## config.mk

```make
export PLATFORM = sky130hd
export DESIGN_NAME = fifo_replace_address_reject_table_unit_flat
export DESIGN_NICKNAME = d
export VERILOG_FILES = /design/src/sv/fra_pkg.sv /design/src/sv/fra_if.sv /design/src/sv/fifo_replace_address_reject_table_unit.sv /design/src/sv/fra_cell.sv /design/src/flat_wrapper.sv
export SDC_FILE = /design/constraint.sdc
export NUM_CORES = 1
export LEC_CHECK = 0
export ABC_AREA = 1
export BUFFER_PORTS_ARGS = -buffer_cell sky130_fd_sc_hd__buf_4
export CAP_MARGIN = 20
export CORE_MARGIN = 3
export CORE_UTILIZATION = 62
export DETAILED_ROUTE_END_ITERATION = 8
export PLACE_DENSITY = 0.79
export SLEW_MARGIN = 25
export SYNTH_ARGS = -nofsm -noshare
export SYNTH_HDL_FRONTEND = slang
export SYNTH_HIERARCHICAL = 1
export SYNTH_SLANG_ARGS = --single-unit
```

## constraint.sdc

```tcl
create_clock -name i_clk -period 24 [get_ports i_clk]
set_clock_uncertainty 0.15 [all_clocks]
set_input_delay 4.8 -clock i_clk [delete_from_list [all_inputs] [get_ports i_clk]]
set_output_delay 4.8 -clock i_clk [all_outputs]
set_load 0.05 [all_outputs]
```

## src/sv/fra_pkg.sv

```systemverilog
`timescale 1ns / 1ps
`default_nettype none
// ----------------------------------------------------------------------------
// fra_pkg
// Shared widths, request mode codes and the control bundle of the entry row.
// ----------------------------------------------------------------------------
package fra_pkg;

    localparam int ADDR_W = 48;
    localparam int MODE_W = 2;
    localparam int OCC_W  = 4;

    localparam logic [MODE_W-1:0] MODE_LOOKUP = 2'd0;
    localparam logic [MODE_W-1:0] MODE_RECORD = 2'd1;
    localparam logic [MODE_W-1:0] MODE_CLEAR  = 2'd2;

    typedef struct packed {
        logic              shift_en;
        logic [ADDR_W-1:0] key;
    } t_cell_ctl;

endpackage
`default_nettype wire

```

## src/sv/fra_if.sv

```systemverilog
`timescale 1ns / 1ps
`default_nettype none
// ----------------------------------------------------------------------------
// fra_if
// Request and response channels with valid/ready handshake.
// ----------------------------------------------------------------------------
interface fra_req_if;
    logic                          valid;
    logic                          ready;
    logic [fra_pkg::MODE_W-1:0]    mode;
    logic [fra_pkg::ADDR_W-1:0]    address;
    logic                          address_present;

    modport source (output valid, output mode, output address, output address_present,
                    input ready);
    modport sink   (input valid, input mode, input address, input address_present,
                    output ready);
endinterface

interface fra_rsp_if;
    logic                        valid;
    logic                        ready;
    logic                        found;
    logic                        stored;
    logic [fra_pkg::OCC_W-1:0]   occupied;

    modport source (output valid, output found, output stored, output occupied,
                    input ready);
    modport sink   (input valid, input found, input stored, input occupied,
                    output ready);
endinterface
`default_nettype wire

```

## src/sv/fifo_replace_address_reject_table_unit.sv

```systemverilog
`timescale 1ns / 1ps
`default_nettype none
// a request is taken in S_IDLE, compared and applied in S_EXEC, and its response registered from there
// requests are not overlapped: a new one is taken only once the entry row's compare-and-update is done
// a response still waiting holds the update step in S_EXEC; no new request is taken meanwhile
// reset: occupancy and handshake state cleared; entry contents undefined, no clearing pass
// ----------------------------------------------------------------------------
// fifo_replace_address_reject_table_unit
// Rejected-address table with oldest-first replacement, built as a shift row
// of entry cells; only the first occupied cells take part in a match.
// ----------------------------------------------------------------------------
module fifo_replace_address_reject_table_unit #(
    parameter int SLOTS = 8
) (
    input  wire       i_clk,
    input  wire       i_rst_n,
    fra_req_if.sink   i_req,
    fra_rsp_if.source o_rsp
);
    import fra_pkg::*;

    localparam int CW = $clog2(SLOTS + 1);
    localparam int OW = (CW > OCC_W) ? CW : OCC_W;
    localparam logic [CW-1:0] FULL = CW'(SLOTS);

    typedef enum logic {S_IDLE, S_EXEC} t_state;

    t_state             r_state;
    logic [MODE_W-1:0]  r_mode;
    logic [ADDR_W-1:0]  r_key;
    logic               r_present;
    logic [CW-1:0]      r_count;
    logic [CW-1:0]      n_count;
    logic               r_out_valid;
    logic               n_out_valid;
    logic               r_found;
    logic               r_stored;
    logic [OCC_W-1:0]   r_occ;

    logic [SLOTS-1:0]   hit;
    logic [ADDR_W-1:0]  cell_addr [SLOTS];
    t_cell_ctl          cell_ctl;
    logic               out_free;
    logic               found;
    logic               do_store;
    logic [OW-1:0]      occ_ext;

    assign out_free = !r_out_valid || o_rsp.ready;
    assign found    = r_present && (|hit);
    assign do_store = (r_state == S_EXEC) && out_free && (r_mode == MODE_RECORD)
                      && r_present && !found;

    assign cell_ctl = {do_store, r_key};

    // new entries enter at cell 0, the oldest leaves at the far end
    for (genvar gi = 0; gi < SLOTS; gi++) begin : g_cell
        localparam logic [CW-1:0] IDX = CW'(gi);
        logic [ADDR_W-1:0] prev;
        if (gi == 0) begin : g_head
            assign prev = r_key;
        end else begin : g_link
            assign prev = cell_addr[gi-1];
        end
        fra_cell u_cell (
            .i_clk  (i_clk),
            .i_ctl  (cell_ctl),
            .i_live (IDX < r_count),
            .i_prev (prev),
            .o_addr (cell_addr[gi]),
            .o_hit  (hit[gi])
        );
    end

    always_comb begin
        n_count = r_count;
        priority if (r_mode == MODE_CLEAR) begin
            n_count = '0;
        end else if (do_store && (r_count != FULL)) begin
            n_count = r_count + CW'(1);
        end else begin
            n_count = r_count;
        end
    end

    always_comb begin
        n_out_valid = r_out_valid && !o_rsp.ready;
        if ((r_state == S_EXEC) && out_free) begin
            n_out_valid = 1'b1;
        end
    end

    assign occ_ext = OW'(n_count);

    always_ff @(posedge i_clk) begin
        if (!i_rst_n) begin
            r_state     <= S_IDLE;
            r_count     <= '0;
            r_out_valid <= 1'b0;
        end else begin
            r_out_valid <= n_out_valid;
            unique case (r_state)
                S_IDLE: begin
                    if (i_req.valid) begin
                        r_mode    <= i_req.mode;
                        r_key     <= i_req.address;
                        r_present <= i_req.address_present;
                        r_state   <= S_EXEC;
                    end
                end
                S_EXEC: begin
                    if (out_free) begin
                        r_count     <= n_count;
                        r_found     <= found;
                        r_stored    <= do_store;
                        r_occ       <= occ_ext[OCC_W-1:0];
                        r_state     <= S_IDLE;
                    end
                end
                default: begin
                    r_state <= S_IDLE;
                end
            endcase
        end
    end

    assign i_req.ready    = (r_state == S_IDLE);
    assign o_rsp.valid    = r_out_valid;
    assign o_rsp.found    = r_found;
    assign o_rsp.stored   = r_stored;
    assign o_rsp.occupied = r_occ;

    a_count_range: assert property (@(posedge i_clk) disable iff (!i_rst_n)
        r_count <= FULL)
        else $error("occupancy above slot count");

    a_store_not_found: assert property (@(posedge i_clk) disable iff (!i_rst_n)
        o_rsp.valid |-> !(o_rsp.found && o_rsp.stored))
        else $error("stored a request that was already held");

    a_accept_busy: assert property (@(posedge i_clk) disable iff (!i_rst_n)
        (i_req.valid && i_req.ready) |=> !i_req.ready)
        else $error("request taken while previous one in progress");

    a_store_counts: assert property (@(posedge i_clk) disable iff (!i_rst_n)
        do_store |=> (r_count != '0))
        else $error("store left table empty");

endmodule
`default_nettype wire

```

## src/sv/fra_cell.sv

```systemverilog
`timescale 1ns / 1ps
`default_nettype none
// ----------------------------------------------------------------------------
// fra_cell
// One table entry: holds an address, compares it with the search key and
// takes its neighbor's address when a new entry is pushed into the row.
// ----------------------------------------------------------------------------
module fra_cell (
    input  wire                        i_clk,
    input  wire fra_pkg::t_cell_ctl    i_ctl,
    input  wire                        i_live,
    input  wire  [fra_pkg::ADDR_W-1:0] i_prev,
    output logic [fra_pkg::ADDR_W-1:0] o_addr,
    output logic                       o_hit
);
    import fra_pkg::*;

    logic [ADDR_W-1:0] r_addr;

    always_ff @(posedge i_clk) begin
        if (i_ctl.shift_en) begin
            r_addr <= i_prev;
        end
    end

    assign o_addr = r_addr;
    assign o_hit  = i_live && (r_addr == i_ctl.key);

endmodule
`default_nettype wire
```

## src/flat_wrapper.sv

```systemverilog
// flat-port wrapper written by rule: the top's interface ports become plain ports
module fifo_replace_address_reject_table_unit_flat import fra_pkg::*;
#(
    parameter int SLOTS = 8
)
  (i_clk, i_rst_n, i_req_valid, i_req_mode, i_req_address, i_req_address_present, i_req_ready, o_rsp_valid, o_rsp_found, o_rsp_stored, o_rsp_occupied, o_rsp_ready);
  fra_req_if i_req_i ();
  fra_rsp_if o_rsp_i ();
  input  wire i_clk;
  input  wire i_rst_n;
  input wire logic [$bits(i_req_i.valid)-1:0] i_req_valid;
  input wire logic [$bits(i_req_i.mode)-1:0] i_req_mode;
  input wire logic [$bits(i_req_i.address)-1:0] i_req_address;
  input wire logic [$bits(i_req_i.address_present)-1:0] i_req_address_present;
  output wire logic [$bits(i_req_i.ready)-1:0] i_req_ready;
  output wire logic [$bits(o_rsp_i.valid)-1:0] o_rsp_valid;
  output wire logic [$bits(o_rsp_i.found)-1:0] o_rsp_found;
  output wire logic [$bits(o_rsp_i.stored)-1:0] o_rsp_stored;
  output wire logic [$bits(o_rsp_i.occupied)-1:0] o_rsp_occupied;
  input wire logic [$bits(o_rsp_i.ready)-1:0] o_rsp_ready;
  assign i_req_i.valid = i_req_valid;
  assign i_req_i.mode = i_req_mode;
  assign i_req_i.address = i_req_address;
  assign i_req_i.address_present = i_req_address_present;
  assign i_req_ready = i_req_i.ready;
  assign o_rsp_valid = o_rsp_i.valid;
  assign o_rsp_found = o_rsp_i.found;
  assign o_rsp_stored = o_rsp_i.stored;
  assign o_rsp_occupied = o_rsp_i.occupied;
  assign o_rsp_i.ready = o_rsp_ready;
  fifo_replace_address_reject_table_unit #(.SLOTS(SLOTS)) u_core (.i_clk(i_clk), .i_rst_n(i_rst_n), .i_req(i_req_i), .o_rsp(o_rsp_i));
endmodule
```

==> qor.yml <==
status:
  status: "finished clean"
clock_network:
  cts_sinks: 447
  clk_latency_ns: 0.54
  cts_buffers: 45
  ctsRootBufferMaster: "clkbuf_16"
  cts-resized-gates: 0
  cts_tree: "yes"
  cts_setup_buffers: 0
  clk_path_buf_depth: 3
  cts_max_level: 2
  clk_transition_reported_paths_ns: 0.06
  ctsHoldBuffers: 0
finish:
  postLayoutCoreUtil_pct: 70.93
  drive_gt1_share_pct: 6.605
  fill_cells: 2158
  final_nets: 2172
  design_area_um2: 22500
  finalNonFillerCells: 2552
  area_delta_synth_final_pct: 11.94
  diodes: 0
placed_design:
  dpl-instance-area_um2: 21110
  dp_hpwl_mm: 27.88
  dp_cells: 2470
  io_buffers: 62
  gp_congestion: 0.9120
synthesis:
  yosys_warnings: 6
  syn_inst: 2003
  ys_ff_latch: 447
  yosysTopAreaCell: "edfxtp_1"
  synth_area_um2: 20100
  synth_edf_count: 441
  syn-num-nets: 2060
  synth_top_area_share_pct: 65.89
  yosysSeqAreaShare_pct: 66.49
  ys_top_cells_by_count: "nand2_1, edfxtp_1, inv_1, nor2_1, o21ai_1"
  avgSynthCellArea_um2: 10.03
  yosysUniqueCellTypes: 22
  ys_async_sr_fraction_pct: 0
  synth.most_common_cell: "nand2_1"
  synthFlopType: "edfxtp_1"
  yosys-top-cells-area: "edfxtp_1, nand2_1, inv_1"
routing:
  antenna_left: 0
  via_per_inst: 5.342
  wl_per_cell_um: 16.05
  route.vias.total: 13630
  drt-initial-drc-count: 1274
  drtPass1Iterations: 5
  drt_wl_total_mm: 40.95
  drc_errors: 0
worst_setup_path:
  cp-start-kind: "primary input"
  cp_slowest_cell: "buf_4"
  reg2reg_to: "u_core/g_cell[6].u_cell/o_addr[28]$_DFFE_PP_"
  crit_top_cell: "buf_4"
  path_max_fanout: 138
  path_cells: "buf_4 > inv_1 > nand2_1 > nand2_2 > nor2_1 > nand3_1 > inv_8 > buf_4"
  worstPathArrival_ns: 7.14
  slowest_delay_ns: 0.88
  path_delay_family: "buffers and inverters"
  rr_startpoint: "u_core/g_cell[0].prev[33]$_DFFE_PP_"
  critPathCaptureType: "flip-flop"
  required_ns: 24.00
  crit_type: "primary input to flip-flop"
  r2r_slack_ns: 19.62
  reg2reg_depth: 13
  worst-path-buf-inv: 4
power_and_ir_drop:
  swShare_pct: 21.30
  power_density_nw_per_um2: 71.46
  p_total_uw: 1608
  clkPwrFrac_pct: 41.1
  p_int_uw: 1265
  power_switching_uw: 342.5
  ir_worst_vdd_uv: 66.17
  p_leak_uw: 0.009586
  combinationalPowerShare_pct: 3.9
  power_frac_seq_pct: 55.0
sta:
  relSlewSlack_pct: 33.41
  hold_viol: 0
  rsz0062_at_grt: "no"
  max_freq_mhz: 140.1
  tightestPinTransition_ns: 0.9989
  drv_slew: 0
  finalCritPeriodShare_pct: 29.73
  finalSetupViolCount: 0
  setup_tns_ns: 0
  fin_crit_ns: 7.135
global_route:
  antenna_found_initial: 0
  grt_pass1_wl_mm: 63.51
  grt_pass1_vias: 13170
  grt.total_usage_pct: 23.56
  grt-ovfl-total: 0
  grt_max_degree: 175
hold_path:
  worstHoldEndpoint: "u_core/g_cell[5].u_cell/o_addr[31]$_DFFE_PP_"
  hold_class: "flip-flop to flip-flop"
  hp-start: "u_core/g_cell[4].u_cell/o_addr[31]$_DFFE_PP_"
  hold_path_depth: 0
floorplanning:
  die_w_um: 186.0
  start_util_pct: 63.36
  die_area_um2: 34610
  io_pins: 63
  die_height_um: 186.0
  core-area_um2: 31720
  row_count: 65
flow_run:
  cap_violations: 0
-- layout by cell type, fill, tap and decap left out, types with 3 or more instances in the layout --
master	Yosys	layout
nand2_1	571	571
edfxtp_1	441	441
inv_1	387	386
nor2_1	241	241
o21ai_1	96	96
o21ai_0	94	94
xor2_1	80	80
buf_4	0	64
clkbuf_16	0	45
nand3_1	39	39
xnor2_1	24	24
clkinv_1	0	13
clkinv_2	1	11
dfxtp_1	6	6
clkbuf_1	0	5
a21oi_1	5	5
nand4_1	4	4
bufinv_16	0	3
nand2_2	3	3
-- flip-flops by register name, indices dropped and copies added, names as in the netlist --
register                     cells
u_core/g_cell.prev              48
u_core/o_rsp.occupied            4
u_core/o_rsp.found               1
u_core/r_present                 1
u_core/r_mode                    2
u_core/r_count                   4
u_core/g_cell.u_cell/o_addr    384
u_core/o_rsp.stored              1
u_core/o_rsp.valid               1
u_core/r_state                   1
-- layer usage --
metal	track usage [%]	part of all wire, %
met5	0	0
met4	7.388	2.7
met3	3.674	7.2
met2	39.57	49
met1	32.11	41
-- final cells by class --
class	instances	area [um2]	share of cell area, %
Inverter	388	1465	6.512
Sequential cell	447	13360	59.40
Tap cell	402	503.0	2.236
Clock inverter	32	239.0	1.062
Multi-Input combinational cell	1168	5283	23.48
Clock buffer	50	1145	5.089
Timing Repair Buffer	65	500.5	2.225
-- through the flow --
stage	setup slack, ns	hold WS, ns
after CTS	16.93	0.2943
final	16.86	0.2910
after global routing	16.75	0.3027
after detailed placement	16.37	0.2818
after floorplan	9.497	0.2764
after global placement	16.43	0.2773
-- how the worst max path moves through the flow --
stage,startpoint,end,depth (start not counted)
2_1_floorplan,o_rsp_ready,u_core/o_rsp.stored$_DFFE_PP_,6
3_3_place_gp,o_rsp_ready,u_core/g_cell[1].u_cell/o_addr[18]$_DFFE_PP_,8
3_5_place_dp,o_rsp_ready,u_core/g_cell[7].u_cell/o_addr[15]$_DFFE_PP_,8
4_1_cts,o_rsp_ready,u_core/g_cell[1].u_cell/o_addr[18]$_DFFE_PP_,8
5_1_grt,o_rsp_ready,u_core/g_cell[4].u_cell/o_addr[34]$_DFFE_PP_,8
6_report,o_rsp_ready,u_core/g_cell[6].u_cell/o_addr[28]$_DFFE_PP_,8
-- kinds of logic (layout without fill, tap and decap cells) --
family / Yosys count / after routing / synth area share (%)
flip-flops: 447 / 447 / 66.49
adder cells (fa/ha/maj): 2 / 2 / 0.1245
AND/OR/NAND/NOR: 865 / 865 / 16.63
XOR/XNOR: 104 / 104 / 4.532
AO/OA/AOI/OAI: 197 / 197 / 4.974
buffers and inverters: 388 / 535 / 7.253
-- power groups by stage --
| stage | registers, uW | clock network (uW) | logic, uW |
|---|---|---|---|
| after floorplan | 899 | 0 | 39.9 |
| after global placement | 898 | 0 | 59.2 |
| after detailed placement | 900 | 0 | 62.3 |
| after CTS | 883 | 672 | 63.1 |
| after global routing | 886 | 704 | 71.4 |
| final | 884 | 661 | 63.4 |
(Power assumes the default switching activity.)
